**config.mk**
```make
export PLATFORM = sky130hd
export DESIGN_NAME = number_to_word_tokens_flat
export DESIGN_NICKNAME = d
export VERILOG_FILES = /design/src/rtl/core/ntw_pkg.sv /design/src/rtl/core/ntw_num_if.sv /design/src/rtl/core/ntw_word_if.sv /design/src/rtl/core/ntw_front.sv /design/src/rtl/core/ntw_queue.sv /design/src/rtl/core/ntw_back.sv /design/src/rtl/core/number_to_word_tokens.sv /design/src/flat_wrapper.sv
export SDC_FILE = /design/constraint.sdc
export NUM_CORES = 1
export LEC_CHECK = 0
export ABC_AREA = 0
export BUFFER_PORTS_ARGS = -buffer_cell sky130_fd_sc_hd__buf_4
export CORE_MARGIN = 1
export CORE_UTILIZATION = 55
export CTS_CLUSTER_DIAMETER = 30
export DETAILED_ROUTE_END_ITERATION = 8
export PLACE_DENSITY_LB_ADDON = 0.15
export SYNTH_ARGS = -nofsm -noshare
export SYNTH_HDL_FRONTEND = slang
export SYNTH_HIERARCHICAL = 1
export SYNTH_SLANG_ARGS = --single-unit
```
**constraint.sdc**
```tcl
create_clock -name clk -period 3.2 [get_ports clk]
set_input_delay 0.32 -clock clk [delete_from_list [all_inputs] [get_ports clk]]
set_output_delay 0.32 -clock clk [all_outputs]
set_load 0.02 [all_outputs]
```
**src/rtl/core/ntw_pkg.sv**
```systemverilog
// ntw_pkg: shared widths, word codes and the group descriptor type for
// the number to word token block; no dependencies
package ntw_pkg;

	localparam int NUM_W   = 31;                 // input integer width
	localparam int WORD_W  = 5;                  // word code width
	localparam int DIGITS  = 10;                 // decimal digits of the largest input
	localparam int BCD_W   = 4 * DIGITS;
	localparam int CNT_W   = $clog2(NUM_W);      // conversion bit counter
	localparam int NGROUPS = 4;                  // units, thousand, million, billion
	localparam int GRP_IW  = $clog2(NGROUPS);

	// scale of a three digit group
	localparam logic [GRP_IW-1:0] SCALE_NONE     = 2'd0;
	localparam logic [GRP_IW-1:0] SCALE_THOUSAND = 2'd1;
	localparam logic [GRP_IW-1:0] SCALE_MILLION  = 2'd2;
	localparam logic [GRP_IW-1:0] SCALE_BILLION  = 2'd3;

	// word codes
	localparam logic [WORD_W-1:0] WORD_TEN_BASE  = 5'd9;   // Ten, teens are this plus ones
	localparam logic [WORD_W-1:0] WORD_TENS_BASE = 5'd17;  // Twenty is this plus two
	localparam logic [WORD_W-1:0] WORD_HUNDRED   = 5'd27;
	localparam logic [WORD_W-1:0] WORD_BILLION   = 5'd30;

	// one non-zero three digit group, as handed from front to back
	typedef struct packed {
		logic [3:0]        hund;
		logic [3:0]        tens;
		logic [3:0]        ones;
		logic [GRP_IW-1:0] scale;
		logic              last;   // no non-zero group follows
	} grp_t;

endpackage

```
**src/rtl/core/ntw_num_if.sv**
```systemverilog
// ntw_num_if: input channel carrying one integer per transaction
// depends on ntw_pkg
interface ntw_num_if import ntw_pkg::*; ();
	logic             valid;
	logic             ready;
	logic [NUM_W-1:0] number_value;

	modport source (output valid, output number_value, input ready);
	modport sink   (input valid, input number_value, output ready);
endinterface

```
**src/rtl/core/ntw_word_if.sv**
```systemverilog
// ntw_word_if: output channel carrying one word token per transaction
// depends on ntw_pkg
interface ntw_word_if import ntw_pkg::*; ();
	logic              valid;
	logic              ready;
	logic [WORD_W-1:0] word_code;
	logic              last_word;

	modport source (output valid, output word_code, output last_word, input ready);
	modport sink   (input valid, input word_code, input last_word, output ready);
endinterface

```
**src/rtl/core/ntw_front.sv**
```systemverilog
// ntw_front: accepts an integer, converts it to decimal one bit per cycle
// and issues its non-zero three digit groups; depends on ntw_pkg, ntw_num_if
module ntw_front import ntw_pkg::*; (
	input  logic     clk,
	input  logic     arst_n,
	ntw_num_if.sink  num,
	output grp_t     grp,
	output logic     grp_push,
	input  logic     grp_full
);

	localparam logic [1:0] ST_IDLE = 2'd0;
	localparam logic [1:0] ST_CONV = 2'd1;
	localparam logic [1:0] ST_PUSH = 2'd2;
	localparam logic [CNT_W-1:0] LAST_BIT = CNT_W'(NUM_W - 1);

	logic [1:0]        state_q;
	logic [NUM_W-1:0]  sh_q;
	logic [BCD_W-1:0]  bcd_q;
	logic [CNT_W-1:0]  cnt_q;
	logic [GRP_IW-1:0] g_q;

	logic [BCD_W-1:0]   adj;
	logic [3:0]         gh [NGROUPS];
	logic [3:0]         gt [NGROUPS];
	logic [3:0]         go [NGROUPS];
	logic [NGROUPS-1:0] gz;
	logic [NGROUPS-1:0] lower_zero;
	logic               step;

	assign num.ready = (state_q == ST_IDLE);

	// add-3 correction on each digit before the shift
	always_comb begin
		for (int i = 0; i < DIGITS; i++) begin
			if (bcd_q[i*4 +: 4] >= 4'd5) begin
				adj[i*4 +: 4] = bcd_q[i*4 +: 4] + 4'd3;
			end else begin
				adj[i*4 +: 4] = bcd_q[i*4 +: 4];
			end
		end
	end

	// digits of each group; the billions group holds a single digit
	always_comb begin
		for (int g = 0; g < NGROUPS - 1; g++) begin
			gh[g] = bcd_q[g*12 + 8 +: 4];
			gt[g] = bcd_q[g*12 + 4 +: 4];
			go[g] = bcd_q[g*12 +: 4];
		end
		gh[NGROUPS-1] = 4'd0;
		gt[NGROUPS-1] = 4'd0;
		go[NGROUPS-1] = bcd_q[BCD_W-1 -: 4];
		for (int g = 0; g < NGROUPS; g++) begin
			gz[g] = (gh[g] == 4'd0) && (gt[g] == 4'd0) && (go[g] == 4'd0);
		end
		lower_zero[0] = 1'b1;
		for (int g = 1; g < NGROUPS; g++) begin
			lower_zero[g] = lower_zero[g-1] && gz[g-1];
		end
	end

	assign grp.hund  = gh[g_q];
	assign grp.tens  = gt[g_q];
	assign grp.ones  = go[g_q];
	assign grp.scale = g_q;
	assign grp.last  = lower_zero[g_q];

	assign grp_push = (state_q == ST_PUSH) && !gz[g_q] && !grp_full;
	assign step     = gz[g_q] || !grp_full;

	always_ff @(posedge clk or negedge arst_n) begin
		if (!arst_n) begin
			state_q <= ST_IDLE;
			cnt_q   <= '0;
			g_q     <= '0;
		end else begin
			case (state_q)
				ST_IDLE: begin
					if (num.valid) begin
						state_q <= ST_CONV;
						cnt_q   <= '0;
					end
				end
				ST_CONV: begin
					cnt_q <= cnt_q + 1'b1;
					if (cnt_q == LAST_BIT) begin
						state_q <= ST_PUSH;
						g_q     <= SCALE_BILLION;
					end
				end
				ST_PUSH: begin
					if (step) begin
						if (g_q == SCALE_NONE) begin
							state_q <= ST_IDLE;
						end else begin
							g_q <= g_q - 1'b1;
						end
					end
				end
				default: state_q <= ST_IDLE;
			endcase
		end
	end

	// conversion datapath
	always_ff @(posedge clk) begin
		if (state_q == ST_IDLE && num.valid) begin
			sh_q  <= num.number_value;
			bcd_q <= '0;
		end else if (state_q == ST_CONV) begin
			bcd_q <= {adj[BCD_W-2:0], sh_q[NUM_W-1]};
			sh_q  <= {sh_q[NUM_W-2:0], 1'b0};
		end
	end

endmodule

```
**src/rtl/core/ntw_queue.sv**
```systemverilog
// ntw_queue: small register queue of group descriptors between front and back
// depends on ntw_pkg
module ntw_queue import ntw_pkg::*; #(
	parameter int DEPTH = 4
) (
	input  logic clk,
	input  logic arst_n,
	input  grp_t wr_data,
	input  logic push,
	output logic full,
	output grp_t rd_data,
	input  logic pop,
	output logic empty
);

	localparam int AW = (DEPTH > 1) ? $clog2(DEPTH) : 1;
	localparam int CW = $clog2(DEPTH + 1);
	localparam logic [AW-1:0] LAST_PTR = AW'(DEPTH - 1);
	localparam logic [CW-1:0] FULL_CNT = CW'(DEPTH);

	grp_t          mem_q [DEPTH];
	logic [AW-1:0] wr_ptr_q;
	logic [AW-1:0] rd_ptr_q;
	logic [CW-1:0] cnt_q;

	assign full    = (cnt_q == FULL_CNT);
	assign empty   = (cnt_q == '0);
	assign rd_data = mem_q[rd_ptr_q];

	always_ff @(posedge clk or negedge arst_n) begin
		if (!arst_n) begin
			wr_ptr_q <= '0;
			rd_ptr_q <= '0;
			cnt_q    <= '0;
		end else begin
			if (push) begin
				wr_ptr_q <= (wr_ptr_q == LAST_PTR) ? '0 : wr_ptr_q + 1'b1;
			end
			if (pop) begin
				rd_ptr_q <= (rd_ptr_q == LAST_PTR) ? '0 : rd_ptr_q + 1'b1;
			end
			if (push && !pop) begin
				cnt_q <= cnt_q + 1'b1;
			end else if (pop && !push) begin
				cnt_q <= cnt_q - 1'b1;
			end
		end
	end

	always_ff @(posedge clk) begin
		if (push) begin
			mem_q[wr_ptr_q] <= wr_data;
		end
	end

	a_no_overflow: assert property (@(posedge clk) disable iff (!arst_n)
		push |-> !full) else $error("queue written while full");
	a_no_underflow: assert property (@(posedge clk) disable iff (!arst_n)
		pop |-> !empty) else $error("queue read while empty");
	a_count_range: assert property (@(posedge clk) disable iff (!arst_n)
		cnt_q <= FULL_CNT) else $error("queue count out of range");

endmodule

```
**src/rtl/core/ntw_back.sv**
```systemverilog
// ntw_back: expands one group descriptor into its word tokens and drives
// the output register; depends on ntw_pkg, ntw_word_if
module ntw_back import ntw_pkg::*; (
	input  logic       clk,
	input  logic       arst_n,
	input  grp_t       grp,
	input  logic       grp_empty,
	output logic       grp_pop,
	ntw_word_if.source word
);

	// word slots of a group, in reading order
	localparam int SL_HUND  = 0;
	localparam int SL_HWORD = 1;
	localparam int SL_TENS  = 2;
	localparam int SL_ONES  = 3;
	localparam int SL_SCALE = 4;
	localparam int NSLOT    = 5;

	grp_t              ent_q;
	logic [NSLOT-1:0]  en_q;
	logic              valid_q;
	logic [WORD_W-1:0] code_q;
	logic              last_q;

	logic [NSLOT-1:0]  en_new;
	logic [NSLOT-1:0]  lowest;
	logic [WORD_W-1:0] slot_code [NSLOT];
	logic [WORD_W-1:0] code_sel;
	logic              adv;

	always_comb begin
		en_new[SL_HUND]  = (grp.hund != 4'd0);
		en_new[SL_HWORD] = (grp.hund != 4'd0);
		en_new[SL_TENS]  = (grp.tens != 4'd0);
		en_new[SL_ONES]  = (grp.ones != 4'd0) && (grp.tens != 4'd1);
		en_new[SL_SCALE] = (grp.scale != SCALE_NONE);
	end

	always_comb begin
		slot_code[SL_HUND]  = {1'b0, ent_q.hund} - 5'd1;
		slot_code[SL_HWORD] = WORD_HUNDRED;
		if (ent_q.tens == 4'd1) begin
			slot_code[SL_TENS] = WORD_TEN_BASE + {1'b0, ent_q.ones};
		end else begin
			slot_code[SL_TENS] = WORD_TENS_BASE + {1'b0, ent_q.tens};
		end
		slot_code[SL_ONES]  = {1'b0, ent_q.ones} - 5'd1;
		slot_code[SL_SCALE] = WORD_HUNDRED + {3'b000, ent_q.scale};
	end

	assign lowest = en_q & (~en_q + 1'b1);

	always_comb begin
		code_sel = '0;
		for (int i = 0; i < NSLOT; i++) begin
			if (lowest[i]) begin
				code_sel = slot_code[i];
			end
		end
	end

	assign adv     = (en_q != '0) && (!valid_q || word.ready);
	assign grp_pop = (en_q == '0) && !grp_empty;

	always_ff @(posedge clk or negedge arst_n) begin
		if (!arst_n) begin
			en_q    <= '0;
			valid_q <= 1'b0;
		end else begin
			if (grp_pop) begin
				en_q <= en_new;
			end else if (adv) begin
				en_q <= en_q & ~lowest;
			end
			if (adv) begin
				valid_q <= 1'b1;
			end else if (word.ready) begin
				valid_q <= 1'b0;
			end
		end
	end

	always_ff @(posedge clk) begin
		if (grp_pop) begin
			ent_q <= grp;
		end
		if (adv) begin
			code_q <= code_sel;
			last_q <= ent_q.last && ((en_q & ~lowest) == '0);
		end
	end

	assign word.valid     = valid_q;
	assign word.word_code = code_q;
	assign word.last_word = last_q;

	a_code_range: assert property (@(posedge clk) disable iff (!arst_n)
		word.valid |-> word.word_code <= WORD_BILLION) else $error("word code out of range");
	a_group_has_word: assert property (@(posedge clk) disable iff (!arst_n)
		grp_pop |=> en_q != '0) else $error("group descriptor with no words");
	a_slot_retire: assert property (@(posedge clk) disable iff (!arst_n)
		adv |=> en_q == ($past(en_q) & ~$past(lowest)))
		else $error("word slot not retired after issue");

endmodule

```
**src/rtl/core/number_to_word_tokens.sv**
```systemverilog
// number_to_word_tokens: top level, spells an integer as english word tokens
// depends on ntw_pkg, ntw_num_if, ntw_word_if, ntw_front, ntw_queue, ntw_back

// Takes one unsigned 31-bit integer per input transaction and returns, in
// reading order, the short scale english words that spell it, one word code
// per output transaction: 0-18 one..nineteen, 19-26 twenty..ninety,
// 27 hundred, 28 thousand, 29 million, 30 billion. The final word of a number
// has last_word set. Zero groups give no words, not even their scale word,
// and an input of zero gives no output transactions at all. Numbers are taken
// one at a time: the front accepts a number, converts it to decimal one bit
// per cycle, then issues its non-zero three digit groups, and accepts no new
// number until it is through with the last group. Groups wait in a small queue
// (QUEUE_DEPTH entries) for the back, which loads a group and then issues its
// words one at a time, at most 16 words per number. The word output is
// registered, so the block keeps converting the next number while words wait
// to be taken; a stalled output fills the queue and then holds the front once
// it has a group to issue. Nothing is kept between numbers and there is no
// configuration.

module number_to_word_tokens import ntw_pkg::*; #(
	parameter int QUEUE_DEPTH = 4
) (
	input  logic       clk,
	input  logic       arst_n,
	ntw_num_if.sink    num,
	ntw_word_if.source word
);

	// group descriptors between front and back
	grp_t push_grp;
	grp_t pop_grp;
	logic push;
	logic full;
	logic pop;
	logic empty;

	// decimal conversion and group issue
	ntw_front u_front (
		.clk      (clk),
		.arst_n   (arst_n),
		.num      (num),
		.grp      (push_grp),
		.grp_push (push),
		.grp_full (full)
	);

	// decouples conversion from word output
	ntw_queue #(
		.DEPTH (QUEUE_DEPTH)
	) u_queue (
		.clk     (clk),
		.arst_n  (arst_n),
		.wr_data (push_grp),
		.push    (push),
		.full    (full),
		.rd_data (pop_grp),
		.pop     (pop),
		.empty   (empty)
	);

	// word expansion and output register
	ntw_back u_back (
		.clk       (clk),
		.arst_n    (arst_n),
		.grp       (pop_grp),
		.grp_empty (empty),
		.grp_pop   (pop),
		.word      (word)
	);

endmodule

```
**src/flat_wrapper.sv**
```systemverilog
// flat-port wrapper written by rule: the top's interface ports become plain ports
module number_to_word_tokens_flat import ntw_pkg::*;
#(
	parameter int QUEUE_DEPTH = 4
)
  (clk, arst_n, num_valid, num_number_value, num_ready, word_valid, word_word_code, word_last_word, word_ready);
  ntw_num_if num_i ();
  ntw_word_if word_i ();
  input  logic clk;
  input  logic arst_n;
  input wire logic [$bits(num_i.valid)-1:0] num_valid;
  input wire logic [$bits(num_i.number_value)-1:0] num_number_value;
  output wire logic [$bits(num_i.ready)-1:0] num_ready;
  output wire logic [$bits(word_i.valid)-1:0] word_valid;
  output wire logic [$bits(word_i.word_code)-1:0] word_word_code;
  output wire logic [$bits(word_i.last_word)-1:0] word_last_word;
  input wire logic [$bits(word_i.ready)-1:0] word_ready;
  assign num_i.valid = num_valid;
  assign num_i.number_value = num_number_value;
  assign num_ready = num_i.ready;
  assign word_valid = word_i.valid;
  assign word_word_code = word_i.word_code;
  assign word_last_word = word_i.last_word;
  assign word_i.ready = word_ready;
  number_to_word_tokens #(.QUEUE_DEPTH(QUEUE_DEPTH)) u_core (.clk(clk), .arst_n(arst_n), .num(num_i), .word(word_i));
endmodule
```
==> results.toml <==
[outcome]
violations = "DRC"
status = "finished, violations left"

[timing]
skew_ps = 7.87
grt_setup_unrepaired = "false"
max-slew-margin-rel_pct = 54.0
finalSetupViolCount = 0
post-route-period-util_pct = 86.9
fin_tns_setup_ps = 0
finalHoldViolations = 0
period_minus_slack_ps = 2780
timing.hold.ws_ps = 141
final-max-slew-violation-count = 0
fmax_mhz = 360
worst_slew_pin_slew_ps = 681

[synthesis]
synth_area_per_cell_um2 = 11.3
synthCells = 738
synth_edf_count = 112
async_reset_ff_share_pct = 12.6
syn_area_mm2 = 0.00837
syn-num-nets = 815
ys_seq_area_share_pct = 56.3
yosysWarnings = 6
ys_seq_elements = 174
synth_cell_type_count = 61
synth_top_flop_cell = "edfxtp_1"

[cells_and_area]
final_nets = 862
fillers = 1105
area_delta_synth_final_pct = 13.5
drive_gt1_share_pct = 14.3
num_antenna_cells = 0
utilization_pct = 64.6

[die]
start_util_pct = 56.9
io_pins = 43
rows = 44
core_area_mm2 = 0.0147
die_area_mm2 = 0.0157
die_h_um = 125
die_x_um = 125

[cts]
postCtsSetupBuffers = 0
cts-root-buf = "clkbuf_16"
clock_latency_ps = 430
clockBufferDepth = 2
numCtsBuffers = 17
htree_levels = 4
cts_sinks = 174
cts_tree = "built"
cts.clk_slew.worst_paths_ps = 70

[power_and_ir_drop]
p_per_area_mw_per_mm2 = 986
leakage_nw = 3.71
vdd_drop_max_v = 0.000499

[flow_run]
drv_cap = 0

[worst_setup_path]
reg2reg_slack_ps = 420
critPathArrivalTime_ps = 3140
worstSetupStartpointType = "register"
crit_type = "register to register"
endpoint_kind = "register"
crit_required_ps = 3560
worstPathMaxFanout = 5

[global_routing]
grt_pass1_vias = 5759
grt_pass1_wl_um = 27400
grt_start_max_net_pins = 65
antenna_found_initial = 0
grt_usage_pct = 22.6
grt-ovfl-total = 0

[route]
final_antenna_net_count = 0
routed_wl_um = 16600
dr.pass1.iters = 9
drtIter0Drc = 381
wire_per_inst_um = 16.9
vias_per_cell = 5.73
drc = 1
via_count = 5624

[placed_design]
port_buffers = 42
hpwl_um = 11500
gp_congestion = 0.852

[worst_hold_path]
worstHoldPathType = "input pin to register"
[cell families after synthesis]
logic type / share of synthesized area, %
multiplexers: 6.82
AND/OR/NAND/NOR: 14.4
buffers and inverters: 3.47
adder cells (fa/ha/maj): 6.49
flip-flops: 56.3
AO/OA/AOI/OAI: 9.45
XOR/XNOR: 3.03
[critical path: stages (launching register included)]
cell      delay [ps]
dfxtp_1          400
inv_1            100
ha_1             250
nand4b_1         110
nor3_1            80
a32oi_2          350
nand3_1          120
nor2_1           230
ha_1             220
inv_1             60
fa_1             370
xor2_1           150
nor2_1           100
xor2_1           150
[through the flow]
step                worst slack (ps)  power [W]  cells  cell area, um2
floorplan                        137    0.00637    738            8370
global placement                 367    0.00714    949            8890
detailed placement               283    0.00732    949            8890
CTS                              264    0.00940    982            9490
global route                     169    0.00999    982            9500
finish                           419    0.00936    982            9500
[cell usage after synthesis (all sizes together) (2+ instances only)]
cell	instances	area share, %
nand2	131	5.9
edfxtp	112	40
o21ai	64	3.8
nand3	48	2.9
ha	41	6.1
dfxtp	40	9.6
a21oi	37	2.2
inv	36	1.6
nor2	25	1.2
clkbuf	23	1.0
dfrtp	22	6.6
mux4	19	5.5
xnor2	15	1.6
xor2	14	1.5
nand2b	13	0.97
nor3	13	0.84
buf	9	0.82
mux2i	9	1.1
o31ai	8	0.72
and2	7	0.52
nor3b	4	0.36
a22oi	3	0.27
nand4	3	0.22
nor2b	3	0.22
o21a	3	0.27
a2111oi	2	0.21
a211oi	2	0.24
a21o	2	0.19
a221oi	2	0.21
a31oi	2	0.15
a32oi	2	0.30
and3	2	0.15
mux2	2	0.27
nand4b	2	0.21
o31a	2	0.21
o41ai	2	0.21
or4	2	0.27
[sequential cells by signal, summed over array words and instances (netlist names)]
register and flops:
u_core/u_back/en_q 5, u_core/u_back/ent_q 15, u_core/u_front/sh_q 31, u_core/u_queue/mem_q 60
u_core/u_queue/rd_ptr_q 2, u_core/u_front/state_q 2, u_core/u_front/cnt_q 5, u_core/u_queue/wr_ptr_q 2
u_core/u_front/bcd_q 40, u_core/u_front/g_q 2, u_core/u_queue/cnt_q 3, u_core/u_back/word.word_code 5
u_core/u_back/word.last_word 1, u_core/u_back/word.valid 1
[placed cells by master (no fill, tap or decap), types with 4 or more instances in the layout]
| cell type | Yosys | final |
|---|---|---|
| mux4_2 | 11 | 11 |
| buf_4 | 2 | 59 |
| nor3b_1 | 4 | 4 |
| mux4_1 | 8 | 8 |
| nand2_1 | 131 | 130 |
| nand3_1 | 48 | 48 |
| o31ai_1 | 8 | 8 |
| o21ai_0 | 62 | 62 |
| nand2b_1 | 13 | 13 |
| clkbuf_16 | 0 | 17 |
| clkinvlp_4 | 0 | 6 |
| xor2_1 | 14 | 14 |
| mux2i_1 | 9 | 9 |
| a21oi_1 | 37 | 37 |
| nor2_1 | 23 | 23 |
| inv_1 | 36 | 36 |
| nor3_1 | 12 | 12 |
| dfxtp_1 | 40 | 40 |
| edfxtp_1 | 112 | 112 |
| xnor2_1 | 15 | 15 |
| dfrtp_1 | 22 | 22 |
| ha_1 | 41 | 41 |
| and2_1 | 7 | 7 |
[timing repair]
action | 4_1_cts | 5_1_grt
endpoints found under the hold margin | 22 | 0
hold buffers | 1 | 0
endpoints found under the setup margin | 0 | 1
resized for setup | 0 | 1
[final cells by class]
cell class / instances / area, um2 / area share (%)
clock buffers: 18 / 429 / 4.52
clock inverters: 14 / 160 / 1.69
inverters: 36 / 135 / 1.42
multi-input cells: 496 / 3380 / 35.5
flip-flops and latches: 174 / 4710 / 49.6
well taps: 184 / 230 / 2.42
repair buffers: 60 / 453 / 4.77
[worst paths after layout]
kind,depth (start not counted),to,start
max,13,u_core/u_queue/cnt_q[2],u_core/u_front/bcd_q[20]
min,3,u_core/u_front/sh_q[10],num_number_value[10]
max reg2reg,13,u_core/u_queue/cnt_q[2],u_core/u_front/bcd_q[20]
min reg2reg,1,u_core/u_front/cnt_q[4],u_core/u_front/cnt_q[4]
max in group asynchronous,2,u_core/u_back/en_q[2],arst_n
min in group asynchronous,2,u_core/u_front/state_q[0],arst_n
[power breakdown]
part	total (W)	leakage (nW)	internal, W	switching, W
Clock	0.00206	0.268	0.00116	0.000893
Combinational	0.00330	1.76	0.00138	0.00191
Sequential	0.00401	1.68	0.00337	0.000639
[routing by layer]
metal | global-route usage (%) | vias to the layer above | part of all wire [%]
li1 | - | 2742 | -
met1 | 26.9 | 2722 | 43
met2 | 39.7 | 126 | 51
met3 | 4.24 | 34 | 3.6
met4 | 10.3 | 0 | 2.4
met5 | 0 | - | 0
Power figures use the tool's default switching activity.
